`src/hdl/rtc_pkg.sv`:
```
`default_nettype none

package rtc_pkg;

	localparam int NUM_COMPARE_DEF = 4;
	localparam int COUNT_BITS_DEF = 24;
	localparam int MAX_COMPARE = 4;

	localparam int CMD_W = 4;
	localparam int IDX_W = 3;
	localparam int WDATA_W = 24;
	localparam int RDATA_W = 24;
	localparam int PRESCALER_W = 12;
	localparam int EVT_W = MAX_COMPARE + 1;
	localparam int OVF_IDX = MAX_COMPARE;
	localparam int OVF_LOAD_OFFSET = 15;

	localparam int S_DATA_W = 32;
	localparam int S_USER_W = CMD_W;
	localparam int M_DATA_W = 40;
	localparam int APB_ADDR_W = 3;
	localparam int APB_DATA_W = 32;

	typedef enum logic [CMD_W-1:0] {
		CMD_TICK      = 4'd0,
		CMD_START     = 4'd1,
		CMD_STOP      = 4'd2,
		CMD_CLEAR     = 4'd3,
		CMD_TRIGOVF   = 4'd4,
		CMD_CAPTURE   = 4'd5,
		CMD_WRCC      = 4'd6,
		CMD_INTENSET  = 4'd7,
		CMD_INTENCLR  = 4'd8,
		CMD_EVTENSET  = 4'd9,
		CMD_EVTENCLR  = 4'd10,
		CMD_WREVENT   = 4'd11,
		CMD_RDCOUNT   = 4'd12,
		CMD_RDCC      = 4'd13
	} rtc_cmd_t;

	typedef enum logic [0:0] {
		REG_PRESCALER = 1'b0,
		REG_SHORT     = 1'b1
	} rtc_reg_t;

	typedef struct packed {
		logic [PRESCALER_W-1:0] prescaler;
		logic [MAX_COMPARE-1:0] compare_clear_short;
	} rtc_cfg_t;

	typedef struct packed {
		logic                   is_running;
		logic                   irq;
		logic                   overflow_pulse;
		logic [MAX_COMPARE-1:0] compare_pulse;
		logic                   overflow_event;
		logic [MAX_COMPARE-1:0] compare_events;
		logic [RDATA_W-1:0]     read_data;
	} rtc_result_t;

endpackage

`default_nettype wire

```
`src/hdl/rtc_regs.sv`:
```
`default_nettype none

module rtc_apb_cfg (
	input  wire                               clk,
	input  wire                               arst_n,
	input  wire                               psel,
	input  wire                               penable,
	input  wire                               pwrite,
	input  wire  [rtc_pkg::APB_ADDR_W-1:0]    paddr,
	input  wire  [rtc_pkg::APB_DATA_W-1:0]    pwdata,
	output logic [rtc_pkg::APB_DATA_W-1:0]    prdata,
	output logic                              pready,
	output rtc_pkg::rtc_cfg_t                 cfg
);
	import rtc_pkg::*;

	logic [PRESCALER_W-1:0] prescaler_q;
	logic [MAX_COMPARE-1:0] short_q;
	logic                   wr_en;
	rtc_reg_t               sel;

	assign pready = 1'b1;
	assign wr_en = psel && penable && pwrite && pready;
	assign sel = rtc_reg_t'(paddr[2]);

	always_ff @(posedge clk or negedge arst_n) begin
		if (!arst_n) begin
			prescaler_q <= '0;
			short_q <= '0;
		end else if (wr_en) begin
			case (sel)
				REG_PRESCALER: prescaler_q <= pwdata[PRESCALER_W-1:0];
				REG_SHORT:     short_q <= pwdata[MAX_COMPARE-1:0];
				default: ;
			endcase
		end
	end

	always_comb begin
		case (sel)
			REG_PRESCALER: prdata = APB_DATA_W'(prescaler_q);
			REG_SHORT:     prdata = APB_DATA_W'(short_q);
			default:       prdata = '0;
		endcase
	end

	assign cfg.prescaler = prescaler_q;
	assign cfg.compare_clear_short = short_q;

endmodule

`default_nettype wire

```
`src/hdl/rtc_core.sv`:
```
`default_nettype none

module rtc_core #(
	parameter int NUM_COMPARE = rtc_pkg::NUM_COMPARE_DEF,
	parameter int COUNT_BITS = rtc_pkg::COUNT_BITS_DEF
) (
	input  wire                            clk,
	input  wire                            arst_n,
	input  rtc_pkg::rtc_cfg_t              cfg,
	input  wire                            in_valid,
	output logic                           in_ready,
	input  wire  [rtc_pkg::CMD_W-1:0]      in_cmd,
	input  wire  [rtc_pkg::IDX_W-1:0]      in_index,
	input  wire  [rtc_pkg::WDATA_W-1:0]    in_wdata,
	output logic                           res_valid,
	input  wire                            res_ready,
	output rtc_pkg::rtc_result_t           res
);
	import rtc_pkg::*;

	localparam logic [EVT_W-1:0] EnMask =
		{1'b1, MAX_COMPARE'((1 << NUM_COMPARE) - 1)};
	localparam logic [COUNT_BITS-1:0] OvfLoad =
		{COUNT_BITS{1'b1}} - COUNT_BITS'(OVF_LOAD_OFFSET);

	logic                  valid_s1;
	logic [CMD_W-1:0]      cmd_s1;
	logic [IDX_W-1:0]      index_s1;
	logic [WDATA_W-1:0]    wdata_s1;

	logic [COUNT_BITS-1:0]  count_q;
	logic [PRESCALER_W-1:0] phase_q;
	logic [PRESCALER_W-1:0] latched_q;
	logic                   running_q;
	logic [COUNT_BITS-1:0]  cc_q [NUM_COMPARE];
	logic [EVT_W-1:0]       int_en_q;
	logic [EVT_W-1:0]       evt_en_q;
	logic [EVT_W-1:0]       flags_q;

	logic [COUNT_BITS-1:0]  count_n;
	logic [PRESCALER_W-1:0] phase_n;
	logic [PRESCALER_W-1:0] latched_n;
	logic                   running_n;
	logic [COUNT_BITS-1:0]  cc_n [NUM_COMPARE];
	logic [EVT_W-1:0]       int_en_n;
	logic [EVT_W-1:0]       evt_en_n;
	logic [EVT_W-1:0]       flags_n;
	logic [EVT_W-1:0]       pulses;
	logic [RDATA_W-1:0]     rd;
	logic                   advance;

	assign advance = valid_s1 && res_ready;
	assign in_ready = !valid_s1 || res_ready;
	assign res_valid = valid_s1;

	always_ff @(posedge clk or negedge arst_n) begin
		if (!arst_n) begin
			valid_s1 <= 1'b0;
		end else if (in_ready) begin
			valid_s1 <= in_valid;
		end
	end

	always_ff @(posedge clk) begin
		if (in_ready && in_valid) begin
			cmd_s1 <= in_cmd;
			index_s1 <= in_index;
			wdata_s1 <= in_wdata;
		end
	end

	always_comb begin
		logic [COUNT_BITS-1:0]  inc;
		logic [NUM_COMPARE-1:0] matched;
		logic [EVT_W-1:0]       hit;
		logic [EVT_W-1:0]       evt_bit;

		count_n = count_q;
		phase_n = phase_q;
		latched_n = latched_q;
		running_n = running_q;
		cc_n = cc_q;
		int_en_n = int_en_q;
		evt_en_n = evt_en_q;
		flags_n = flags_q;
		pulses = '0;
		rd = '0;
		inc = count_q + COUNT_BITS'(1);
		matched = '0;
		evt_bit = '0;
		for (int i = 0; i < NUM_COMPARE; i++) begin
			matched[i] = (cc_q[i] == inc);
			evt_bit[i] = (index_s1 == IDX_W'(i));
		end
		evt_bit[OVF_IDX] = (index_s1 == IDX_W'(OVF_IDX));
		hit = {(inc == '0), MAX_COMPARE'(matched)};

		case (cmd_s1)
			CMD_TICK: begin
				if (running_q) begin
					if (phase_q >= latched_q) begin
						phase_n = '0;
						count_n = inc;
						flags_n = flags_q | (hit & (evt_en_q | int_en_q));
						pulses = hit & evt_en_q;
						if (|(matched & cfg.compare_clear_short[NUM_COMPARE-1:0])) begin
							count_n = '0;
							latched_n = cfg.prescaler;
						end
					end else begin
						phase_n = phase_q + PRESCALER_W'(1);
					end
				end
			end
			CMD_START: begin
				if (!running_q) begin
					running_n = 1'b1;
					latched_n = cfg.prescaler;
					phase_n = '0;
				end
			end
			CMD_STOP: running_n = 1'b0;
			CMD_CLEAR: begin
				count_n = '0;
				phase_n = '0;
				latched_n = cfg.prescaler;
			end
			CMD_TRIGOVF: begin
				count_n = OvfLoad;
				phase_n = '0;
				latched_n = cfg.prescaler;
			end
			CMD_CAPTURE: begin
				for (int i = 0; i < NUM_COMPARE; i++) begin
					if (evt_bit[i]) begin
						cc_n[i] = count_q;
					end
				end
			end
			CMD_WRCC: begin
				for (int i = 0; i < NUM_COMPARE; i++) begin
					if (evt_bit[i]) begin
						cc_n[i] = COUNT_BITS'(wdata_s1);
					end
				end
			end
			CMD_INTENSET: int_en_n = int_en_q | (wdata_s1[EVT_W-1:0] & EnMask);
			CMD_INTENCLR: int_en_n = int_en_q & ~wdata_s1[EVT_W-1:0] & EnMask;
			CMD_EVTENSET: evt_en_n = evt_en_q | (wdata_s1[EVT_W-1:0] & EnMask);
			CMD_EVTENCLR: evt_en_n = evt_en_q & ~wdata_s1[EVT_W-1:0] & EnMask;
			CMD_WREVENT: begin
				if (wdata_s1[0]) begin
					flags_n = flags_q | evt_bit;
				end else begin
					flags_n = flags_q & ~evt_bit;
				end
			end
			CMD_RDCOUNT: rd = RDATA_W'(count_q);
			CMD_RDCC: begin
				for (int i = 0; i < NUM_COMPARE; i++) begin
					if (evt_bit[i]) begin
						rd = RDATA_W'(cc_q[i]);
					end
				end
			end
			default: ;
		endcase
		flags_n = flags_n & EnMask;
	end

	always_ff @(posedge clk or negedge arst_n) begin
		if (!arst_n) begin
			count_q <= '0;
			phase_q <= '0;
			latched_q <= '0;
			running_q <= 1'b0;
			for (int i = 0; i < NUM_COMPARE; i++) begin
				cc_q[i] <= '0;
			end
			int_en_q <= '0;
			evt_en_q <= '0;
			flags_q <= '0;
		end else if (advance) begin
			count_q <= count_n;
			phase_q <= phase_n;
			latched_q <= latched_n;
			running_q <= running_n;
			cc_q <= cc_n;
			int_en_q <= int_en_n;
			evt_en_q <= evt_en_n;
			flags_q <= flags_n;
		end
	end

	assign res.read_data = rd;
	assign res.compare_events = flags_n[MAX_COMPARE-1:0];
	assign res.overflow_event = flags_n[OVF_IDX];
	assign res.compare_pulse = pulses[MAX_COMPARE-1:0];
	assign res.overflow_pulse = pulses[OVF_IDX];
	assign res.irq = |(flags_n & int_en_n);
	assign res.is_running = running_n;

endmodule

`default_nettype wire

```
`src/hdl/rtc_out.sv`:
```
`default_nettype none

module rtc_out (
	input  wire                   clk,
	input  wire                   arst_n,
	input  wire                   res_valid,
	output logic                  res_ready,
	input  rtc_pkg::rtc_result_t  res,
	output logic                  out_valid,
	input  wire                   out_ready,
	output rtc_pkg::rtc_result_t  out_res
);
	import rtc_pkg::*;

	logic        valid_q;
	rtc_result_t data_q;

	assign res_ready = !valid_q || out_ready;
	assign out_valid = valid_q;
	assign out_res = data_q;

	always_ff @(posedge clk or negedge arst_n) begin
		if (!arst_n) begin
			valid_q <= 1'b0;
		end else if (res_ready) begin
			valid_q <= res_valid;
		end
	end

	always_ff @(posedge clk) begin
		if (res_ready && res_valid) begin
			data_q <= res;
		end
	end

endmodule

`default_nettype wire

```
`src/hdl/rtc_counter_compare_peripheral.sv`:
```
`default_nettype none

// Real-time counter with a 12-bit prescaler, up to four compare channels and an
// overflow event. Each slave-side word carries one command (a clock tick or a register
// access) and produces exactly one master-side word holding read data, latched event
// flags, event pulses, the interrupt level and the run state. One word is accepted per
// clock unless m_tready back-pressure stalls the pipeline; each word passes through the
// core's input register and then the output register before its result appears on the
// master side. The counter, prescaler and event state are updated once per word, as it
// leaves the input register. The prescaler and compare-clear short registers sit on
// the APB port, with the prescaler at address 0 and the short mask at address 4.
module rtc_counter_compare_peripheral #(
	parameter int NUM_COMPARE = rtc_pkg::NUM_COMPARE_DEF,
	parameter int COUNT_BITS = rtc_pkg::COUNT_BITS_DEF
) (
	input  wire                              clk,
	input  wire                              arst_n,
	input  wire                              s_tvalid,
	output logic                             s_tready,
	// index[2:0], wdata[26:3], zero[31:27]
	input  wire  [rtc_pkg::S_DATA_W-1:0]     s_tdata,
	// cmd[3:0]
	input  wire  [rtc_pkg::S_USER_W-1:0]     s_tuser,
	output logic                             m_tvalid,
	input  wire                              m_tready,
	// read_data[23:0], compare_events[27:24], overflow_event[28], compare_pulse[32:29],
	// overflow_pulse[33], irq[34], is_running[35], zero[39:36]
	output logic [rtc_pkg::M_DATA_W-1:0]     m_tdata,
	input  wire                              psel,
	input  wire                              penable,
	input  wire                              pwrite,
	input  wire  [rtc_pkg::APB_ADDR_W-1:0]   paddr,
	input  wire  [rtc_pkg::APB_DATA_W-1:0]   pwdata,
	output logic [rtc_pkg::APB_DATA_W-1:0]   prdata,
	output logic                             pready
);
	import rtc_pkg::*;

	rtc_cfg_t    cfg;
	logic        res_valid;
	logic        res_ready;
	rtc_result_t res;
	rtc_result_t out_res;

	rtc_apb_cfg u_regs (
		.clk     (clk),
		.arst_n  (arst_n),
		.psel    (psel),
		.penable (penable),
		.pwrite  (pwrite),
		.paddr   (paddr),
		.pwdata  (pwdata),
		.prdata  (prdata),
		.pready  (pready),
		.cfg     (cfg)
	);

	rtc_core #(
		.NUM_COMPARE (NUM_COMPARE),
		.COUNT_BITS  (COUNT_BITS)
	) u_core (
		.clk       (clk),
		.arst_n    (arst_n),
		.cfg       (cfg),
		.in_valid  (s_tvalid),
		.in_ready  (s_tready),
		.in_cmd    (s_tuser[CMD_W-1:0]),
		.in_index  (s_tdata[IDX_W-1:0]),
		.in_wdata  (s_tdata[IDX_W+WDATA_W-1:IDX_W]),
		.res_valid (res_valid),
		.res_ready (res_ready),
		.res       (res)
	);

	rtc_out u_out (
		.clk       (clk),
		.arst_n    (arst_n),
		.res_valid (res_valid),
		.res_ready (res_ready),
		.res       (res),
		.out_valid (m_tvalid),
		.out_ready (m_tready),
		.out_res   (out_res)
	);

	assign m_tdata = M_DATA_W'(out_res);

endmodule

`default_nettype wire
```
`config.mk`:
```
export PLATFORM = sky130hd
export DESIGN_NAME = rtc_counter_compare_peripheral
export DESIGN_NICKNAME = d
export VERILOG_FILES = /design/src/hdl/rtc_pkg.sv /design/src/hdl/rtc_regs.sv /design/src/hdl/rtc_core.sv /design/src/hdl/rtc_out.sv /design/src/hdl/rtc_counter_compare_peripheral.sv
export SDC_FILE = /design/constraint.sdc
export NUM_CORES = 1
export LEC_CHECK = 0
export ABC_AREA = 1
export BUFFER_PORTS_ARGS = -buffer_cell sky130_fd_sc_hd__buf_2
export CORE_UTILIZATION = 29
export DETAILED_ROUTE_END_ITERATION = 10
export HOLD_SLACK_MARGIN = 0.03
export PLACE_DENSITY = 0.49
export SLEW_MARGIN = 10
export SYNTH_ARGS = -nofsm -noshare
export SYNTH_HDL_FRONTEND = slang
export SYNTH_SLANG_ARGS = --single-unit
```
`constraint.sdc`:
```
create_clock -name clk -period 2.3 [get_ports clk]
set_input_delay 0.46 -clock clk [delete_from_list [all_inputs] [get_ports clk]]
set_output_delay 0.46 -clock clk [all_outputs]
set_load 0.01 [all_outputs]
```
==> impl_results.md <==
* Post-synth EDFFs at 67
* Worst-Skew Late Latency at 0.57 ns
* CP Capture Type: register
* Post-synth top area cell: dfrtp_1
* Sequential share of the synthesized area at 46.30%
* Max-slew violations at 0
* Initial antenna violation count at 0
* Worst setup SP type: register
* CTS tree: yes
* Worst-Margin Slew at 0.8096 ns
* Seq cells post-synth at 245
* Final wirelength at 49520 um
* Hpwl dp at 36590 um
* Top FF cell, synth: dfrtp_1
* Final hold violations at 0
* Critical Path Max Stage Delay at 0.45 ns
* Count of final setup violators at 52
* Root Buffer: clkbuf_16
* Via count at 13630
* Largest net degree at the start of global routing at 59
* RSZ-0062 raised after global routing: yes
* Initial Util at 29.31%
* CP max FO at 10
* Max frequency at 365.6 MHz
* TritonCTS Buffers at 30
* Worst-path clk slew at 0.06 ns
* First-pass GRT wire length at 75860 um
* CP required at 2.77 ns
* Most frequent cells in the layout: 546 x nand2_1, 231 x inv_1, 191 x buf_4, 176 x dfrtp_1, 169 x o21ai_0
* Crit path cell chain: nand2_1, nor2_4, buf_4, buf_4, nand4_1, buf_4, nand3_1, nand2_1, nand2_1, nor2_1, nand2_1, nor2_2, buf_4, nand3_1, nand2_2, nor2_4, nand2_4, buf_12, nand3_1, nand2_1
* Hold Path Class: in -> reg
* Most common cell after layout, fill and taps aside: nand2_1
* Routability congestion estimate at 0.9377
* # rows at 80
* MaxCap Viol Count at 0
* Syn avg cell area at 7.405 um^2
* H-tree depth at 1
* Status: complete, but fails checks
* Placeable Area at 47650 um^2
* Synth Instances at 1886
* Fillers at 4961
* Port Buffers at 100
* Synth unique cells at 43
* Peak supply drop at 0.5400 mV
* Die Y at 221.5 um
* Pwr Density at 1029 nW/um^2
* # nets final at 2265
* Fin util at 38.37%
* Fraction of registers with async set/reset at 72.65%
* CP most frequent cell: nand2_1
* Post-Syn Area at 13970 um^2
* First-pass DRT Iterations at 5
* Clk buf depth at 3
* Top cells by area, synth: dfrtp_1 32%, nand2_1 16%, edfxtp_1 14%, inv_1 6.3%, o21ai_0 6.2%
* Clock sink count at 245
* CP top delay family: simple AND/OR/NAND/NOR gates
* Final worst slack at -0.4350 ns
* Ant. Diodes at 0
* Total track usage at 20.02%
* Critical path buffer and inverter count at 5
* Yosys top cell area share at 31.89%
* YS warnings at 0
* Worst Skew at 0.009667 ns
* Arr. time, crit path at 3.20 ns
* Critical path type: reg -> reg
* Failing checks: negative setup slack
* Die W at 221.5 um
* Vias in the first global route at 12900
* IO Pins at 153
* Final min period at 2.735 ns
* Area grow syn2layout at 30.89%
* Total die area at 49040 um^2
* Routed Antenna Nets at 0
* Post-DR wirelength/cell at 17.62 um
* Share of cells above drive strength 1 at 23.32%
* Post-placement setup slack at -0.5513 ns
* DR vias/cell at 4.847
* Static Leakage at 8.723 nW
* CP max-delay cell: dfrtp_2
* Rel. slew slack at 46.03%
* Period Utilization, post-route at 118.9%
* Residual DRC at 0
* Iter 0 DRT Violations at 1093
* GR Overflow Total at 0
[layout make-up]
class                   instances  area, um^2  share of cell area, %
inverters                     237       894.6                  4.894
multi-input cells            1340        6730                  36.82
repair buffers                318        2400                  13.13
flip-flops and latches        245        6469                  35.39
clock buffers                  36       825.8                  4.517
clock inverters                20       191.4                  1.047
well taps                     615       769.5                  4.209
[worst paths after layout]
kind                                            startpoint                                 end  slack (ns)  depth (start not counted)
max in group asynchronous                           arst_n  u_regs.prescaler_q[10]$_DFFE_PN0P_        1.19                          3
setup reg to reg             u_core.count_q[1]$_DFFE_PN0P_     u_core.latched_q[3]$_DFFE_PN0P_       -0.44                         20
setup / recovery             u_core.count_q[1]$_DFFE_PN0P_     u_core.latched_q[3]$_DFFE_PN0P_       -0.44                         20
hold / removal                                  s_tuser[1]          u_core.cmd_s1[1]$_DFFE_PP_        0.06                          1
hold reg to reg            u_core.latched_q[7]$_DFFE_PN0P_     u_core.latched_q[7]$_DFFE_PN0P_        0.48                          2
min in group asynchronous                           arst_n        u_core.res_valid$_DFFE_PN0N_        0.41                          2
[power by group]
part	switching, mW	internal (mW)
clock	2.09	2.82
combinational	4.57	3.09
sequential	0.790	5.46
[flip-flops by register name, indices dropped and copies added, names as in the netlist, 5 cells and up, named ones only]
| name | count |
|---|---|
| u_out.out_res | 36 |
| u_core.phase_q | 12 |
| u_core.wdata_s1 | 24 |
| u_regs.prescaler_q | 12 |
| u_core.int_en_q | 5 |
| u_core.count_q | 24 |
| u_core.flags_q | 5 |
| u_core.cc_q | 96 |
| u_core.latched_q | 12 |
[cell families (layout without fill, tap and decap cells)]
kind of cell	Yosys count	after routing	synth area share, %
other	2	25	0.05377
and+or+nand+nor	990	990	29.68
xor gates and xnor gates	11	11	0.7884
buffers and inverters	324	611	9.559
AOI/OAI and AO/OA	299	299	12.27
DFF	245	245	46.30
adders and majority gates	15	15	1.344
[cell usage after synthesis (3+ instances only)]
cell type	n
o21ai_0	173
nor2_2	9
o221ai_1	4
nor2_1	178
a31oi_1	3
o21a_1	11
ha_1	15
nand2_1	593
inv_1	234
a21oi_1	55
nand2_2	17
a32oi_1	3
clkbuf_1	54
nand3b_1	4
nand3_1	133
xor2_1	8
nor3_1	15
nand4_1	25
buf_4	29
dfrtp_1	178
o32ai_1	15
a221oi_1	23
nor2_4	5
edfxtp_1	67
nand3_2	4
o22ai_1	9
[layer usage]
layer  share of wire [%]  global-route usage (%)
met1                  46                   27.44
met2                  47                   33.66
met3                 4.7                   1.846
met4                 2.2                   5.511
met5                   0                       0
[metrics by stage]
step                      TNS, ns  hold WS (ns)  instance area (um^2)  cells  power [mW]
after detailed placement   -24.81        0.4345                 16700   2741       13.46
after global placement     -24.73        0.4328                 16700   2741       13.40
after floorplan           -0.6221        0.1644                 14100   1909       10.19
after CTS                  -19.61       0.03142                 18110   2804       18.74
final                      -18.05       0.06498                 18280   2811       18.81
after global routing       -26.77       0.04323                 18280   2811       20.03
[what timing repair did]
item,4_1_cts,5_1_grt
setup endpoints to repair,52,59
setup buffers,6,7
resized for setup,86,36
hold buffers,2,0
endpoints found under the hold margin,37,0
pin swaps,13,9
(Power assumes the default switching activity.)
